## src/sv/voxel_grid_first_point_filter_defines.svh

```systemverilog
// Assertion macros for the voxel grid first-point filter.
// Included by the RTL files that carry concurrent assertions; depends on nothing.
`ifndef VOXEL_GRID_FIRST_POINT_FILTER_DEFINES_SVH
`define VOXEL_GRID_FIRST_POINT_FILTER_DEFINES_SVH

// The consequent must hold in the same cycle as the antecedent.
`define VGF_ASSERT_IMP(name, clk, rst, cond, expr) \
   name: assert property (@(posedge clk) disable iff (rst) (cond) |-> (expr)) \
      else $error("voxel filter assertion failed");

// The consequent must hold in the cycle after the antecedent.
`define VGF_ASSERT_NEXT(name, clk, rst, cond, expr) \
   name: assert property (@(posedge clk) disable iff (rst) (cond) |=> (expr)) \
      else $error("voxel filter assertion failed");

`endif

```

## src/sv/vgf_ram.sv

```systemverilog
// Generic single-port-write, single-port-read RAM with a registered read.
// Stands alone; used for the voxel slot table.
module vgf_ram #(
   parameter int WIDTH = 8,
   parameter int DEPTH = 16
) (
   input  logic                     clock,
   input  logic                     wr_en,
   input  logic [$clog2(DEPTH)-1:0] wr_addr,
   input  logic [WIDTH-1:0]         wr_data,
   input  logic [$clog2(DEPTH)-1:0] rd_addr,
   output logic [WIDTH-1:0]         rd_data
);

   logic [WIDTH-1:0] mem_ff [DEPTH];
   logic [WIDTH-1:0] rd_data_ff;

   always_ff @(posedge clock) begin
      if (wr_en) begin
         mem_ff[wr_addr] <= wr_data;
      end
      rd_data_ff <= mem_ff[rd_addr];
   end

   assign rd_data = rd_data_ff;

endmodule

```

## config.mk

```make
export PLATFORM = sky130hd
export DESIGN_NAME = vgf_ram
export DESIGN_NICKNAME = d
export VERILOG_FILES = /design/src/sv/voxel_grid_first_point_filter_defines.svh /design/src/sv/vgf_ram.sv
export SDC_FILE = /design/constraint.sdc
export NUM_CORES = 1
export LEC_CHECK = 0
export ABC_CLOCK_PERIOD_IN_PS = 2350
export BUFFER_PORTS_ARGS = -buffer_cell sky130_fd_sc_hd__buf_4
export CAP_MARGIN = 20
export CORE_UTILIZATION = 55
export CTS_BUF_LIST = sky130_fd_sc_hd__clkbuf_8
export DETAILED_ROUTE_END_ITERATION = 8
export GPL_TIMING_DRIVEN = 1
export PLACE_DENSITY_LB_ADDON = 0.1
export SLEW_MARGIN = 10
export SYNTH_ARGS = -nofsm -noshare
export SYNTH_HDL_FRONTEND = slang
export SYNTH_SLANG_ARGS = --single-unit
```

## constraint.sdc

```tcl
create_clock -name clock -period 2.35 [get_ports clock]
set_clock_uncertainty 0.15 [all_clocks]
set_input_delay 0.3525 -clock clock [delete_from_list [all_inputs] [get_ports clock]]
set_output_delay 0.3525 -clock clock [all_outputs]
set_load 0.01 [all_outputs]
```

==> run_results.csv <==
group,metric,value,unit
finish,antenna_cells,0,
power_and_ir_drop,swShare,21.5,%
finish,multi_input_combinational_cell_area,1060,µm²
clock_tree,ctsHoldBuffers,0,
setup_path,crit_family,"multiplexers",
timing,setup_tns,0,ns
setup_path,highest_delay_cell_along_the_critical_path,"sky130_fd_sc_hd__mux4_1",
timing,grt_setup_unrepaired,"false",
place,finalWeightedCongestion,0.697,
timing,period_needed,1.57,ns
detailed_routing,detailedRoute.firstPassIterationCount,4,
detailed_routing,route.detailed.vias_per_inst,5.86,
setup_path,cp.arrival,1.74,ns
finish,layout-drive-gt1-share,31.8,%
timing,timing_max_transition_violations_final,0,
detailed_routing,via_count,2367,
timing,period_utilisation_layout,66.9,%
detailed_routing,post_drt_wl_per_cell,22.5,µm
clock_tree,cts_tree,"done",
setup_path,cp_common_cell,"sky130_fd_sc_hd__buf_4",
logic_synthesis,synth.yosys.warnings,0,
power_and_ir_drop,switchingPower,1.07,mW
place,hpwl,5750,µm
clock_tree,post_cts_resized,0,
power_and_ir_drop,power.density_cell_area,831,nW/µm²
logic_synthesis,synth.top_cells.by_area,"sky130_fd_sc_hd__edfxtp_1 75%, sky130_fd_sc_hd__mux4_2 7.9%, sky130_fd_sc_hd__mux4_1 7.1%",
clock_tree,h-tree-depth,4,
detailed_routing,detail_route.drc_violations,0,
min_path,hold_class,"input pin to register",
logic_synthesis,synth_sequential_area_ratio,77.8,%
timing,fmaxAchievable,637,MHz
grt,grt_first_pass_wirelength,14300,µm
finish,area_delta_synth_final,15.8,%
timing,worst_hold_slack,0.0762,ns
setup_path,endpoint_kind,"register",
grt,grt_max_degree,33,
timing,timing.final.hold_violations,0,
job,drv.max_cap_violation_count,0,
power_and_ir_drop,vdd_drop_max,0.000416,V
setup_path,timing.setup.critical_path_class,"input pin to register",
finish,final.fill_count,577,
logic_synthesis,postSynthCellCount,229,
die,dieWidth,98.7,µm
logic_synthesis,synth_area_per_cell,22.5,µm²
setup_path,crit_path_max_fanout,14,
logic_synthesis,yosysUniqueCellTypes,19,
setup_path,critPathRequiredTime,2.52,ns
setup_path,timing.critical_path.buf_inv,2,
die,std_cell_rows,34,
clock_tree,root_buf_cell,"sky130_fd_sc_hd__clkbuf_8",
die,floorplan.die.height,98.7,µm
finish,nNetsFinal,301,
die,num_io_pins,26,
setup_path,critical-path-max-stage-delay,0.56,ns
logic_synthesis,synth_nets,247,
clock_tree,post-cts-setup-buffers,0,
logic_synthesis,synth_largest_type_area_fraction,74.7,%
logic_synthesis,synth_top_area_cell,"sky130_fd_sc_hd__edfxtp_1",
die,fp.coreArea,8890,µm²
status,status,"finished, final reports clean",
clock_tree,numClockSinks,136,
clock_tree,clk_pin_slew,0.08,ns
detailed_routing,drt.antenna.violating_nets,0,
timing,timing.max_slew.rel_slack,69.8,%
detailed_routing,drt_iter0_markers,131,
timing,setup_violations,0,
setup_path,path_cells,"buf_4, buf_4, mux4_1, a22oi_1, nand2_1",
clock_tree,cts.path.max_buffers,2,
power_and_ir_drop,clock_power_share,39.7,%
setup_path,startpoint_class,"input pin",
power_and_ir_drop,power.share.combinational,5.3,%
grt,grt_util_all_layers,21.2,%
logic_synthesis,ys_seq_elements,136,
power_and_ir_drop,power_leakage,2.03,nW
power_and_ir_drop,internal-power,3.89,mW
clock_tree,tritoncts.num_buffers,17,
grt,number_of_global_route_vias_before_repair,2468,
timing,worst_pin_slew,0.453,ns
power_and_ir_drop,sequential_fraction_of_design_power,55.0,%
finish,sequential_cell_area,4000,µm²
logic_synthesis,synth.cell_area,5150,µm²
detailed_routing,drt_wl_total,9090,µm
die,initial_core_util,57.9,%
die,die-area,9750,µm²
grt,overflow,0,
grt,antenna_violations_before_repair,0,
place,count_of_buffers_from_port_buffering,25,
clock_tree,clock_latency,0.43,ns
-- power by group through the flow --
stage	Sequential, mW	Combinational (mW)	Clock (mW)
2_1_floorplan	2.78	0.138	0
3_3_place_gp	2.78	0.261	0
3_5_place_dp	2.78	0.268	0
4_1_cts	2.72	0.268	1.99
5_1_grt	2.73	0.289	2.09
6_report	2.72	0.264	1.97
-- Yosys cell counts, drive strengths merged --
cell	number
and2b	1
mux4	32
nor2b	1
edfxtp	128
nand3	1
a22oi	16
nand2b	2
nor3	4
dfxtp	8
and2	1
or3b	1
buf	7
nand2	9
clkdlybuf4s25	3
nand3b	2
nor2	13
-- worst register-to-register path, stage by stage (launching register included) --
cell and delay [ns]:
sky130_fd_sc_hd__edfxtp_1 0.39, sky130_fd_sc_hd__mux4_2 0.47, sky130_fd_sc_hd__a22oi_1 0.27, sky130_fd_sc_hd__nand2_1 0.10
-- area by class of cell --
class	instances	area share [%]
clock buffer	17	3.93
clock inverter	15	2.98
multi-input combinational	83	17.7
sequential	136	67.2
tap	108	2.27
timing repair buffer	45	5.88
-- flip-flops by register name, indices dropped and copies added (netlist names) --
register and flops:
mem_ff 128, rd_data 8
-- layout by cell type (no fill, tap or decap), drive strengths merged, types with 4 or more instances in the layout --
cell and instances:
a22oi 16, dfxtp 8, clkbuf 17, mux4 32, edfxtp 128, buf 45, nor3 4, nand2 9
nor2 13, inv 6
-- cell families after synthesis --
kind of cell	synth area share [%]
compound gates	2.33
buf+inv	1.68
flops	77.8
mux	15.0
simple gates	3.18
-- per-layer routing --
metal,vias to the layer above,track usage [%],share of wire (%)
met4,0,8.96,1.3
met1,1209,30.1,44
met2,63,31.7,50
met5,-,0,0
li1,1083,-,-
met3,12,5.39,4.8
-- through the flow --
step                total power, mW  util [%]  std cells  instance area, µm²  setup slack, ns
floorplan                      2.92         -        229                5150            0.355
global placement               3.04      62.4        372                5550            0.361
detailed placement             3.05      62.4        372                5550            0.336
CTS                            4.98      67.0        404                5960            0.774
global route                   5.11      67.0        404                5960            0.663
finish                         4.95      67.0        404                5960            0.779
-- final timing paths --
kind                  endpoint  slack, ns  cells past startpoint     startpoint
setup / recovery    rd_data[4]       0.78                      5     rd_addr[0]
hold reg to reg     rd_data[7]       0.53                      3  mem_ff[15][7]
hold / removal    mem_ff[6][5]       0.08                      1     wr_data[5]
setup reg to reg    rd_data[0]       0.85                      3  mem_ff[10][0]
No activity file was read; power rests on OpenSTA's default activity.
