## config.mk

```make
export PLATFORM = sky130hd
export DESIGN_NAME = vgf_home
export DESIGN_NICKNAME = d
export VERILOG_FILES = /design/src/sv/voxel_grid_first_point_filter_defines.svh /design/src/sv/vgf_pkg.sv /design/src/sv/vgf_home.sv
export SDC_FILE = /design/constraint.sdc
export NUM_CORES = 1
export LEC_CHECK = 0
export BUFFER_PORTS_ARGS = -buffer_cell sky130_fd_sc_hd__buf_2
export CAP_MARGIN = 0
export CORE_UTILIZATION = 21
export CTS_CLUSTER_DIAMETER = 80
export CTS_CLUSTER_SIZE = 10
export DETAILED_ROUTE_END_ITERATION = 10
export GPL_TIMING_DRIVEN = 0
export PLACE_DENSITY = 0.72
export RECOVER_POWER = 100
export SLEW_MARGIN = 20
export SYNTH_ARGS = -nofsm -noshare
export SYNTH_HDL_FRONTEND = slang
export SYNTH_SLANG_ARGS = --single-unit
```

## constraint.sdc

```tcl
create_clock -name clock -period 0.8 [get_ports clock]
set_input_delay 0.12 -clock clock [delete_from_list [all_inputs] [get_ports clock]]
set_output_delay 0.12 -clock clock [all_outputs]
set_load 0.1 [all_outputs]
```

## src/sv/voxel_grid_first_point_filter_defines.svh

```systemverilog
// Assertion macros for the voxel grid first-point filter.
// Included by the RTL files that carry concurrent assertions; depends on nothing.
`ifndef VOXEL_GRID_FIRST_POINT_FILTER_DEFINES_SVH
`define VOXEL_GRID_FIRST_POINT_FILTER_DEFINES_SVH

// The consequent must hold in the same cycle as the antecedent.
`define VGF_ASSERT_IMP(name, clk, rst, cond, expr) \
   name: assert property (@(posedge clk) disable iff (rst) (cond) |-> (expr)) \
      else $error("voxel filter assertion failed");

// The consequent must hold in the cycle after the antecedent.
`define VGF_ASSERT_NEXT(name, clk, rst, cond, expr) \
   name: assert property (@(posedge clk) disable iff (rst) (cond) |=> (expr)) \
      else $error("voxel filter assertion failed");

`endif

```

## src/sv/vgf_pkg.sv

```systemverilog
// Shared types and constants of the voxel grid first-point filter.
// Used by every module of the block but vgf_ram; depends on nothing.
package vgf_pkg;

   localparam int DEF_TABLE_DEPTH = 4096;
   localparam int DEF_PROBE_LIMIT = 8;

   localparam int COORD_W = 32;
   localparam int INV_W   = 24;
   localparam int FRAC_W  = 32;
   localparam int PROD_W  = COORD_W + INV_W + 1;
   localparam int KEY_W   = 24;
   localparam int PRIME_W = 27;
   localparam int HASH_W  = 64;
   localparam int HOME_STEP_BITS = 4;

   localparam logic [INV_W-1:0]   INV_RESET = 24'd131072;
   localparam logic [PRIME_W-1:0] PRIME_X   = 27'd73856093;
   localparam logic [PRIME_W-1:0] PRIME_Y   = 27'd19349663;
   localparam logic [PRIME_W-1:0] PRIME_Z   = 27'd83492791;

   typedef enum logic {
      REQ_POINT = 1'b0,
      REQ_CLEAR = 1'b1
   } req_kind_type;

   typedef struct packed {
      logic [KEY_W-1:0] kx;
      logic [KEY_W-1:0] ky;
      logic [KEY_W-1:0] kz;
   } key_type;

   typedef struct packed {
      logic    used;
      key_type key;
   } slot_type;

endpackage

```

## src/sv/vgf_home.sv

```systemverilog
// Home slot unit: reduces the 64-bit hash modulo the table depth.
// A power-of-two depth is a mask of the low bits; other depths take four bits a step.
module vgf_home #(
   parameter int TABLE_DEPTH = vgf_pkg::DEF_TABLE_DEPTH
) (
   input  logic                           clock,
   input  logic                           reset,
   input  logic                           start,
   input  logic [vgf_pkg::HASH_W-1:0]     hash,
   output logic                           done,
   output logic [$clog2(TABLE_DEPTH)-1:0] home
);
   import vgf_pkg::*;

   localparam int AW = $clog2(TABLE_DEPTH);

   generate
      if ((1 << AW) == TABLE_DEPTH) begin : g_mask
         logic          done_ff;
         logic [AW-1:0] home_ff;

         always_ff @(posedge clock) begin
            if (reset) begin
               done_ff <= 1'b0;
            end else begin
               done_ff <= start;
            end
            if (start) begin
               home_ff <= hash[AW-1:0];
            end
         end

         assign done = done_ff;
         assign home = home_ff;
      end else begin : g_iter
         localparam int            STEPS = HASH_W / HOME_STEP_BITS;
         localparam int            CW    = $clog2(STEPS);
         localparam logic [AW:0]   DEPTH_C = (AW+1)'(TABLE_DEPTH);

         logic              busy_ff, busy_in;
         logic              done_ff, done_in;
         logic [CW-1:0]     cnt_ff, cnt_in;
         logic [HASH_W-1:0] shift_ff, shift_in;
         logic [AW:0]       rem_ff, rem_in;

         always_comb begin
            logic [AW:0] r;
            r        = rem_ff;
            busy_in  = busy_ff;
            done_in  = 1'b0;
            cnt_in   = cnt_ff;
            shift_in = shift_ff;
            rem_in   = rem_ff;
            if (start) begin
               busy_in  = 1'b1;
               cnt_in   = '0;
               shift_in = hash;
               rem_in   = '0;
            end else if (busy_ff) begin
               for (int j = 0; j < HOME_STEP_BITS; j++) begin
                  r = {r[AW-1:0], shift_ff[HASH_W-1-j]};
                  if (r >= DEPTH_C) begin
                     r = r - DEPTH_C;
                  end
               end
               rem_in   = r;
               shift_in = shift_ff << HOME_STEP_BITS;
               cnt_in   = cnt_ff + 1'b1;
               if (cnt_ff == CW'(STEPS - 1)) begin
                  busy_in = 1'b0;
                  done_in = 1'b1;
               end
            end
         end

         always_ff @(posedge clock) begin
            if (reset) begin
               busy_ff <= 1'b0;
               done_ff <= 1'b0;
            end else begin
               busy_ff <= busy_in;
               done_ff <= done_in;
            end
            cnt_ff   <= cnt_in;
            shift_ff <= shift_in;
            rem_ff   <= rem_in;
         end

         assign done = done_ff;
         assign home = rem_ff[AW-1:0];
      end
   endgenerate

endmodule

```

==> out/results.txt <==
Final Net Count -> 113
number of top-level design ports -> 80
total power per unit cell area -> 2569 mW/mm^2
Longest Clk Path Bufs -> 2
die outline area -> 0.002054 sq mm
Slew headroom -> 79.47%
DR vias -> 242
Comb pwr share -> 30.9%
count of endpoints failing setup in the final report -> 13
slew at the pin with the worst max-slew slack -> 0.3079 ns
starting density of the core -> 22.58%
time the final worst path needs with I/O delays and setup -> 0.9937 ns
Detailed Route Iter0 Violations -> 1
buffers added on ports -> 27
TritonCTS Buffers -> 3
most common library cell in the layout ignoring fill and taps -> buf_2
final WL -> 732 microns
total DRC errors in the routed layout -> 0
Mapped Avg Cell Area -> 28.15 sq um
post-synthesis sequential element count -> 13
slowest cell delay on critical path -> 0.40 ns
routed wirelength normalized by instance count -> 10.46 microns
H-tree level count -> 1
hold_ws -> 0.02027 ns
leakage component of the power -> 0.2849 nW
core region area -> 0.001745 sq mm
cell at the root of the clock tree -> clkbuf_4
antenna violations before repair -> 0
clock sink count -> 13
status -> finished, violations left
worst slack, placed -> -0.06205 ns
Netlist Area Pre-Place -> 394.1 sq um
setup slack of the critical path after layout -> -0.1937 ns
max-cap violations -> 0
setup repair after global routing missed its margin -> true
switching power summed over all nets -> 0.6218 mW
source of the worst hold timing path -> reset
via count of the first global-routing pass -> 229
global-route wire length before repair -> 993 microns
post-layout instance count excluding filler cells -> 70
number of nets still failing antenna checks after routing -> 0
net count of the mapped netlist -> 81
portion of the clock cycle consumed by the worst path in the final layout -> 124.2%
Synth cell types -> 3
n_diodes -> 0
count of pins over their slew limit -> 0
Die Span Y -> 45.32 microns
critical path start-end classification -> flop to primary output
endpoint kind of the worst setup timing path -> primary output
layout-stage area growth over the synthesis result -> 72.06%
Final Hold Viols -> 0
Largest delay share family, worst path -> flip-flops
fin util -> 38.85%
cells traversed along the worst timing path -> buf_6
worst-path fanout max -> 1
count of standard-cell rows -> 15
clock tree from TritonCTS -> done
Flop pwr share -> 47.4%
post-synthesis cell count -> 14
required time of the critical path -> 0.68 ns
multi-input logic area -> 13.76 sq um
share of total power consumed by net switching -> 35.69%
DIE WIDTH -> 45.32 microns
total instance count after detailed placement -> 66
Internal Power -> 1.121 mW
fraction of layout instances using a drive strength above 1 -> 71.11%
largest net degree at the start of global routing -> 14
Bufs and invs on worst path -> 1
clock-pin transition on the worst setup and hold timing paths -> 0.07 ns
worst vdd ir -> 0.0009045 V
count of TritonRoute iterations in the first routing pass -> 2
number of cells traversed by the worst hold path -> 2
sequential-to-total area share from yosys stat -> 96.51%
kind of path behind the tightest hold check -> primary input to flop
cell with the largest stage delay on the worst path -> edfxtp_1
part of the total power dissipated in the clock network -> 21.7%
routed vias/inst -> 3.457
Post-CTS Hold Fix Bufs -> 0
synth warn -> 0
Tot GR Track Use -> 7.835%
max frequency -> 1.006 GHz
residual overflow from global routing -> 0
weighted congestion reported at the end of routability-driven placement -> 0.5602
# fillers -> 173
Seq. cell area -> 381.6 sq um
top library cells by usage in the layout, fill and taps aside -> 13 x buf_2, 12 x edfxtp_1, 12 x buf_6
post-CTS repair timing setup buffer count -> 0
data arrival time of the worst path -> 0.87 ns
Setup crit start kind -> flop
failing checks -> setup timing
Hold Path End -> done
-- synthesized netlist by cell type --
master,count,area (sq um)
edfxtp_1,12,360.4
dfxtp_1,1,20.02
nor2b_4,1,13.76
-- area by class of cell --
type | instances | share of cell area, %
Sequential cell | 13 | 56.27
Timing Repair Buffer | 27 | 33.21
Tap cell | 25 | 4.613
Clock buffer | 4 | 3.875
Multi-Input combinational cell | 1 | 2.030
-- routing by layer --
layer | track usage, % | wire, microns
met1 | 7.398 | 270
met3 | 6.400 | 70
met2 | 12.17 | 391
met5 | 0 | 0
met4 | 3.636 | 0
-- worst max-delay path by stage --
stage | startpoint | to | cells after the start
2_1_floorplan | home[0] | home[0] | 0
3_3_place_gp | home[9] | home[9] | 1
3_5_place_dp | home[9] | home[9] | 1
4_1_cts | home[9] | home[9] | 1
5_1_grt | home[5] | home[5] | 1
6_report | home[9] | home[9] | 1
-- per-stage QoR --
| stage | cell area [sq um] | TNS, ns | power [mW] |
|---|---|---|---|
| 2_1_floorplan | 395.4 | -2.688 | 1.210 |
| 3_3_place_gp | 561.8 | -0.4865 | 1.296 |
| 3_5_place_dp | 561.8 | -0.5669 | 1.301 |
| 4_1_cts | 678.2 | -2.362 | 1.769 |
| 5_1_grt | 678.2 | -2.567 | 1.806 |
| 6_report | 678.2 | -2.142 | 1.742 |
-- cells by family after synthesis --
group and share of synthesized area [%]:
DFF 96.51, and+or+nand+nor 3.491
-- state kept, by name, indices dropped and copies added, names as in the netlist --
name  flops
home     12
done      1
-- power groups by stage --
stage / clock network, mW / registers, mW / logic (mW)
finish: 0.379 / 0.826 / 0.538
global placement: 0 / 0.826 / 0.470
global route: 0.427 / 0.829 / 0.551
detailed placement: 0 / 0.828 / 0.473
floorplan: 0 / 1.21 / 0.00442
CTS: 0.402 / 0.827 / 0.540
-- what timing repair did --
item                                    in CTS  in global routing
endpoints found under the hold margin        0                  0
resized for setup                           28                  0
endpoints found under the setup margin      13                 13
(Power assumes the default switching activity.)
